===== config.mk =====
export PLATFORM = sky130hd
export DESIGN_NAME = button_debounce_press_classifier_core
export DESIGN_NICKNAME = d
export VERILOG_FILES = /design/src/rtl/core/bdpc_pkg.sv /design/src/rtl/core/bdpc_step.sv /design/src/rtl/core/button_debounce_press_classifier_core.sv
export SDC_FILE = /design/constraint.sdc
export NUM_CORES = 1
export LEC_CHECK = 0
export ABC_AREA = 0
export BUFFER_PORTS_ARGS = -buffer_cell sky130_fd_sc_hd__buf_2
export CAP_MARGIN = 20
export CORE_MARGIN = 2
export CORE_UTILIZATION = 30
export CTS_CLUSTER_DIAMETER = 30
export CTS_CLUSTER_SIZE = 16
export DETAILED_ROUTE_END_ITERATION = 12
export PLACE_DENSITY = 0.48
export SYNTH_ARGS = -nofsm -noshare
export SYNTH_HDL_FRONTEND = slang
export SYNTH_SLANG_ARGS = --single-unit

===== constraint.sdc =====
create_clock -name clk -period 6.7 [get_ports clk]
set_clock_uncertainty 0.15 [all_clocks]
set_input_delay 1.34 -clock clk [delete_from_list [all_inputs] [get_ports clk]]
set_output_delay 1.34 -clock clk [all_outputs]
set_load 0.005 [all_outputs]

===== src/rtl/core/bdpc_pkg.sv =====
// package: register indexes, reset values and the result word type of the button classifier
`default_nettype none

package bdpc_pkg;

  localparam int unsigned CFG_W     = 16;
  localparam int unsigned CFG_IDX_W = 2;

  typedef enum logic [CFG_IDX_W-1:0] {
    REG_DEBOUNCE  = 2'd0,
    REG_SHORT_MAX = 2'd1,
    REG_LONG      = 2'd2
  } cfg_reg_t;

  localparam logic [CFG_W-1:0] DEBOUNCE_RST  = 16'd15;
  localparam logic [CFG_W-1:0] SHORT_MAX_RST = 16'd1000;
  localparam logic [CFG_W-1:0] LONG_RST      = 16'd3000;

  typedef struct packed {
    logic press;
    logic shrt;
    logic lng;
    logic rel;
    logic level;
  } evt_t;

  typedef struct packed {
    logic [CFG_W-1:0] debounce;
    logic [CFG_W-1:0] short_max;
    logic [CFG_W-1:0] long_lim;
  } cfg_t;

endpackage

`default_nettype wire


===== src/rtl/core/bdpc_step.sv =====
// combinational next-state and event logic for one tick of the button classifier
`default_nettype none

module bdpc_step
  import bdpc_pkg::*;
#(
  parameter int unsigned TIMER_WIDTH = 16
) (
  input  wire  logic                   pin,
  input  wire  cfg_t                   cfg,
  input  wire  logic                   raw_seen,
  input  wire  logic                   settling,
  input  wire  logic [TIMER_WIDTH-1:0] settle_cnt,
  input  wire  logic                   debounced,
  input  wire  logic                   hold_armed,
  input  wire  logic [TIMER_WIDTH-1:0] hold_cnt,
  output logic                         raw_seen_nxt,
  output logic                         settling_nxt,
  output logic [TIMER_WIDTH-1:0]       settle_cnt_nxt,
  output logic                         debounced_nxt,
  output logic                         hold_armed_nxt,
  output logic [TIMER_WIDTH-1:0]       hold_cnt_nxt,
  output evt_t                         evt
);

  // compare width covers both the timers and the 16-bit registers
  localparam int unsigned CW = (TIMER_WIDTH > CFG_W) ? TIMER_WIDTH : CFG_W;

  logic [TIMER_WIDTH-1:0] hold_inc;
  logic [TIMER_WIDTH-1:0] settle_inc;
  logic [CW-1:0]          settle_ext;
  logic [CW-1:0]          hold_ext;
  logic [CW-1:0]          deb_ext;
  logic [CW-1:0]          short_ext;
  logic [CW-1:0]          long_ext;
  logic                   take;
  logic                   edge_seen;

  assign hold_inc   = (&hold_cnt) ? hold_cnt : hold_cnt + 1'b1;
  assign settle_inc = (&settle_cnt) ? settle_cnt : settle_cnt + 1'b1;
  assign deb_ext    = CW'(cfg.debounce);
  assign short_ext  = CW'(cfg.short_max);
  assign long_ext   = CW'(cfg.long_lim);
  assign hold_ext   = CW'(hold_inc);

  always_comb begin
    raw_seen_nxt   = raw_seen;
    settling_nxt   = settling;
    settle_cnt_nxt = settle_cnt;
    debounced_nxt  = debounced;
    hold_armed_nxt = hold_armed;
    hold_cnt_nxt   = hold_inc;
    evt            = '0;

    if (pin != raw_seen) begin
      raw_seen_nxt   = pin;
      settling_nxt   = 1'b1;
      settle_cnt_nxt = '0;
    end else if (settling) begin
      settle_cnt_nxt = settle_inc;
    end

    settle_ext = CW'(settle_cnt_nxt);
    take       = settling_nxt && (settle_ext >= deb_ext);
    if (take) begin
      debounced_nxt = raw_seen_nxt;
      settling_nxt  = 1'b0;
    end

    edge_seen = take && (raw_seen_nxt != debounced);
    if (edge_seen) begin
      if (!raw_seen_nxt) begin
        hold_armed_nxt = 1'b1;
        hold_cnt_nxt   = '0;
        evt.press      = 1'b1;
      end else begin
        evt.shrt       = (hold_ext <= short_ext);
        evt.rel        = 1'b1;
        hold_armed_nxt = 1'b0;
      end
    end

    // long test sees the count after a possible restart on press
    if (hold_armed_nxt && (CW'(hold_cnt_nxt) >= long_ext)) begin
      evt.lng        = 1'b1;
      hold_armed_nxt = 1'b0;
    end

    evt.level = debounced_nxt;
  end

endmodule

`default_nettype wire


===== src/rtl/core/button_debounce_press_classifier_core.sv =====
// Active-low push button debouncer with press, release, short and long press events.
// One in_ word carries one pin sample, taken once per tick strobe (e.g. 1 ms).
// Each accepted in_ word gives exactly one out_ word: four event flags and the
// debounced level after that tick.
// Path: an accepted sample is held in the input register, the step logic runs
// on it, and the out_ word is registered in the result register; a stalled
// receiver can keep the sample waiting in the input register in between.
// Throughput: one word per cycle while the receiver takes each word, as the
// step logic between the input register and the result register is combinational.
// If the receiver stalls, the result register holds its word and the input
// register still takes one more word; in_ready drops only when both are full.
// cfg_ writes (index 0 debounce, 1 short limit, 2 long limit, 16-bit data) are
// taken in any cycle with cfg_ready always high; other indexes are ignored.
// Synchronous reset (rst_n low) restores register defaults 15, 1000 and 3000,
// sets the debounced level to released, clears all timers and drops both
// valid flags. Timers are TIMER_WIDTH bits and saturate at all ones.
`default_nettype none

module button_debounce_press_classifier_core
  import bdpc_pkg::*;
#(
  parameter int unsigned TIMER_WIDTH = 16
) (
  input  wire  logic                 clk,
  input  wire  logic                 rst_n,
  input  wire  logic                 in_valid,
  output logic                       in_ready,
  input  wire  logic                 in_pin_level,
  output logic                       out_valid,
  input  wire  logic                 out_ready,
  output logic                       out_press_event,
  output logic                       out_short_event,
  output logic                       out_long_event,
  output logic                       out_release_event,
  output logic                       out_stable_level,
  input  wire  logic                 cfg_valid,
  output logic                       cfg_ready,
  input  wire  logic [CFG_IDX_W-1:0] cfg_index,
  input  wire  logic [CFG_W-1:0]     cfg_data
);

  cfg_t                   cfg_r;
  logic                   s1_valid_r;
  logic                   s1_pin_r;
  logic                   out_valid_r;
  evt_t                   out_r;
  logic                   raw_seen_r;
  logic                   settling_r;
  logic [TIMER_WIDTH-1:0] settle_cnt_r;
  logic                   debounced_r;
  logic                   hold_armed_r;
  logic [TIMER_WIDTH-1:0] hold_cnt_r;

  logic                   raw_seen_nxt;
  logic                   settling_nxt;
  logic [TIMER_WIDTH-1:0] settle_cnt_nxt;
  logic                   debounced_nxt;
  logic                   hold_armed_nxt;
  logic [TIMER_WIDTH-1:0] hold_cnt_nxt;
  evt_t                   evt;
  logic                   advance;
  logic                   in_fire;
  logic                   step;

  assign cfg_ready = 1'b1;
  assign advance   = !out_valid_r || out_ready;
  assign in_ready  = !s1_valid_r || advance;
  assign in_fire   = in_valid && in_ready;
  assign step      = s1_valid_r && advance;

  always_ff @(posedge clk) begin
    if (!rst_n) begin
      cfg_r.debounce  <= DEBOUNCE_RST;
      cfg_r.short_max <= SHORT_MAX_RST;
      cfg_r.long_lim  <= LONG_RST;
    end else if (cfg_valid) begin
      unique case (cfg_index)
        REG_DEBOUNCE:  cfg_r.debounce  <= cfg_data;
        REG_SHORT_MAX: cfg_r.short_max <= cfg_data;
        REG_LONG:      cfg_r.long_lim  <= cfg_data;
        default: ;
      endcase
    end
  end

  bdpc_step #(
    .TIMER_WIDTH(TIMER_WIDTH)
  ) u_step (
    .pin            (s1_pin_r),
    .cfg            (cfg_r),
    .raw_seen       (raw_seen_r),
    .settling       (settling_r),
    .settle_cnt     (settle_cnt_r),
    .debounced      (debounced_r),
    .hold_armed     (hold_armed_r),
    .hold_cnt       (hold_cnt_r),
    .raw_seen_nxt   (raw_seen_nxt),
    .settling_nxt   (settling_nxt),
    .settle_cnt_nxt (settle_cnt_nxt),
    .debounced_nxt  (debounced_nxt),
    .hold_armed_nxt (hold_armed_nxt),
    .hold_cnt_nxt   (hold_cnt_nxt),
    .evt            (evt)
  );

  always_ff @(posedge clk) begin
    if (!rst_n) begin
      s1_valid_r   <= 1'b0;
      out_valid_r  <= 1'b0;
      raw_seen_r   <= 1'b1;
      settling_r   <= 1'b0;
      settle_cnt_r <= '0;
      debounced_r  <= 1'b1;
      hold_armed_r <= 1'b0;
      hold_cnt_r   <= '0;
    end else begin
      if (in_fire) begin
        s1_valid_r <= 1'b1;
      end else if (step) begin
        s1_valid_r <= 1'b0;
      end
      if (step) begin
        out_valid_r  <= 1'b1;
        raw_seen_r   <= raw_seen_nxt;
        settling_r   <= settling_nxt;
        settle_cnt_r <= settle_cnt_nxt;
        debounced_r  <= debounced_nxt;
        hold_armed_r <= hold_armed_nxt;
        hold_cnt_r   <= hold_cnt_nxt;
      end else if (out_ready) begin
        out_valid_r <= 1'b0;
      end
    end
  end

  // payload registers, no reset
  always_ff @(posedge clk) begin
    if (in_fire) begin
      s1_pin_r <= in_pin_level;
    end
    if (step) begin
      out_r <= evt;
    end
  end

  assign out_valid         = out_valid_r;
  assign out_press_event   = out_r.press;
  assign out_short_event   = out_r.shrt;
  assign out_long_event    = out_r.lng;
  assign out_release_event = out_r.rel;
  assign out_stable_level  = out_r.level;

`ifndef SYNTHESIS
  a_press_rel_excl: assert property (@(posedge clk) disable iff (!rst_n)
    out_valid |-> !(out_press_event && out_release_event))
    else $error("press and release in one word");

  a_short_needs_rel: assert property (@(posedge clk) disable iff (!rst_n)
    (out_valid && out_short_event) |-> out_release_event)
    else $error("short press without release");

  a_level_tracks_edge: assert property (@(posedge clk) disable iff (!rst_n)
    (out_valid && (out_press_event || out_release_event))
      |-> (out_stable_level == out_release_event))
    else $error("debounced level disagrees with edge event");

  a_step_keeps_state: assert property (@(posedge clk) disable iff (!rst_n)
    !step |=> ($stable(debounced_r) && $stable(hold_cnt_r)))
    else $error("state moved without a step");
`endif

endmodule

`default_nettype wire


==> summary.txt <==
Status
  • Status: complete, no violations

Finish
  • Fin area: 6245 µm²
  • Area delta synth->final: 10.20%
  • Final Non-Filler Cells: 964
  • Most frequent cells in the layout: nand2_1 (121), dfxtp_1 (86), inv_1 (62), a21oi_1 (58), ha_1 (52)
  • Diodes inserted: 0
  • Layout cell share with drive strength beyond 1: under 10%
  • Most common cell after layout, fill and taps aside: nand2_1
  • Net count, final: around 800

GRT
  • First-pass GRT wire length: 25,430 µm
  • Vias in the first global route: 4,730
  • Initial antenna violation count: 0
  • Largest net degree at the start of global routing: between 50 and 60
  • GRT overflow: 0
  • Global Route Usage Sum: between 15 and 20%

Synthesis
  • #FFs+latches synth: 92
  • Synth unique cells: 68
  • Yosys warning total: 0
  • Fraction of registers with async set/reset: 0%
  • Commonest register cell after synthesis: dfxtp_1
  • Post-Synthesis Net Count: 792
  • Mapped Cells: ~720
  • Number of flops mapped to enable cells by yosys: 6
  • Syn avg cell area: 7.914 µm²
  • Seq/Total Area, Yosys: 33.56%
  • Synthesized cell area: 5667 µm²

Drt
  • Routed wire per std cell: 16.35 µm
  • Met3 WL: about 420 µm
  • Highest Signal Layer: met4
  • Vias/cell: 5.156
  • Initial DRC count: 360
  • Met1 wire length: 7609 µm
  • DRC Markers: 0
  • Drt pass-1 iters: 5
  • DRT antenna net count: 0
  • Via count: approximately 5,000
  • Final wirelength: 15,760 µm
  • Met2 routed WL: 7499 µm

Critical path
  • Startpoint Class: flop
  • Worst path required time: 6820 ps
  • RR Endpoint: hold_armed_r
  • FF-to-FF path depth: 20
  • Worst reg2reg path startpoint: settle_cnt_r[9]
  • CP arrival: between 6000 and 7000 ps
  • Max FO, Critical Path: 16
  • Setup crit end kind: flop
  • Flop-to-flop setup slack: 610 ps
  • Critical path class: flop to flop

Timing
  • Max frequency: ~160 MHz
  • Final setup viols: 0
  • Final worst-path cycle share: 90.86%
  • TNS Setup: 0 ps
  • Min setup slack post-route: 612.5 ps
  • Final Max Slew Viols: 0
  • Worst slew pin tran: 953.4 ps
  • Final hold viol count: 0
  • Post-route minimum period: 6087 ps
  • Setup repair after global routing missed its margin: no
  • Slew headroom: 36.44%

Place
  • RePlAce Congestion: 0.8349
  • Area after DPL: 5958 µm²
  • Placed Cells: roughly 950
  • Post-DP HPWL: 11,660 µm
  • IO buf count: 30
  • Worst slack, placed: 639.5 ps

Worst hold path
  • Cells on Worst Hold Path: 2
  • Hold EP: cfg_r[39]
  • Min-Delay Startpoint: cfg_r[39]
  • Hold Path Class: flop to flop

CTS
  • Clk sink count: 92
  • Clk slew on worst S/H paths: 60 ps
  • Clock Tree Root: clkbuf_16
  • TritonCTS clock tree: done
  • Max Root-Sink Buffers: 2
  • Post-cts resize count: 0
  • CTS HTree Levels: 3
  • CTS Buf Count: 9
  • Clock Latency Late Sink: around 350 ps
  • Hold buffer count at cts: 0
  • Setup Buffers After CTS: 0

Floorplan
  • Die H: 141.4 µm
  • I/O Pins: 32
  • Starting density of the core: between 30% and 40%
  • Num rows: 50
  • Die Area: 20,000 µm²
  • Core ar.: between 15,000 and 20,000 µm²
  • Die width: 141.4 µm

Power
  • Leakage: 2.650 nW
  • Worst VDD drop: 0.1051 mV
  • PwrDens: 190.5 nW/µm²
  • Tot Pwr: 1.189 mW

Job
  • Number of max-cap violations: 0
## synthesized netlist by cell type, drive strengths merged (8+ instances only)
cell / n / area, µm²
ha: 52 / 650.6
dfxtp: 86 / 1722
buf: 10 / 70.06
o211ai: 19 / 142.6
a21oi: 59 / 299.0
clkbuf: 25 / 116.4
nand2: 121 / 454.2
nand2b: 8 / 50.05
xnor2: 8 / 70.07
a31oi: 8 / 50.05
and3: 8 / 52.55
xor2: 16 / 140.1
nand4: 15 / 108.9
nor3: 15 / 75.07
nand3: 25 / 125.1
nor2: 42 / 157.7
inv: 63 / 236.5
a21o: 14 / 105.1
o21ai: 24 / 120.1
and2: 10 / 62.56
## through the flow
step	util [%]	hold WS [ps]
final	33.50	305.7
after CTS	33.50	309.4
after floorplan	-	286.3
after detailed placement	31.96	300.3
after global placement	31.96	298.2
after global routing	33.50	328.4
## kinds of logic after synthesis
kind of cell	after synthesis	synth area share, %
XOR/XNOR	24	3.709
AO/OA/AOI/OAI	156	17.60
adder cells (fa/ha/maj)	52	11.48
buffers and inverters	98	7.463
multiplexers	8	1.457
other	1	0.06618
AND/OR/NAND/NOR	285	24.66
flip-flops	92	33.56
## power by group
part           switching (mW)  internal (mW)
clock network           0.221          0.282
registers             0.00847          0.567
logic                  0.0754         0.0351
## worst max path at each step
| stage | from | end | slack, ps | cells after the start |
|---|---|---|---|---|
| global route | settle_cnt_r[9] | hold_armed_r | 170 | 20 |
| CTS | settle_cnt_r[9] | hold_armed_r | 600 | 20 |
| detailed placement | settle_cnt_r[9] | hold_armed_r | 640 | 20 |
| global placement | settle_cnt_r[8] | hold_armed_r | 850 | 20 |
| finish | settle_cnt_r[9] | hold_armed_r | 610 | 20 |
| floorplan | settle_cnt_r[3] | hold_armed_r | 1610 | 21 |
## per-layer routing
layer	up-vias	track usage (%)
li1	2520	-
met1	2365	21.38
met2	67	26.85
met3	18	2.970
met4	0	4.947
met5	-	0
## worst max-delay path, stage by stage (launching register included)
cell	delay (ps)
dfxtp_1	430
nand4_1	320
or4_4	550
o211ai_1	300
xor2_1	180
nor2_1	60
ha_1	310
nand2_1	60
or3_1	330
o221ai_1	330
a22oi_2	270
or2_2	450
inv_1	370
nor2_1	100
ha_1	200
or3b_2	440
o2111ai_1	110
a31oi_1	110
o31ai_1	360
or3b_1	400
o22ai_1	160
## layout make-up
cell class	instances	area [µm²]
fill	1988	12400
clock buffer	12	267.8
multi-input combinational	526	3347
timing repair buffer	34	180.2
tap	234	292.8
inverter	63	236.5
clock inverter	3	18.77
sequential	92	1902
## state kept, by name (all words and copies together), names as in the netlist
name,count
s1_valid_r,1
debounced_r,1
out_long_event,1
out_press_event,1
out_short_event,1
raw_seen_r,1
hold_cnt_r,16
s1_pin_r,1
cfg_r,48
out_stable_level,1
settling_r,1
out_release_event,1
out_valid,1
hold_armed_r,1
settle_cnt_r,16
Note: power is estimated with default switching activity, not from simulation.
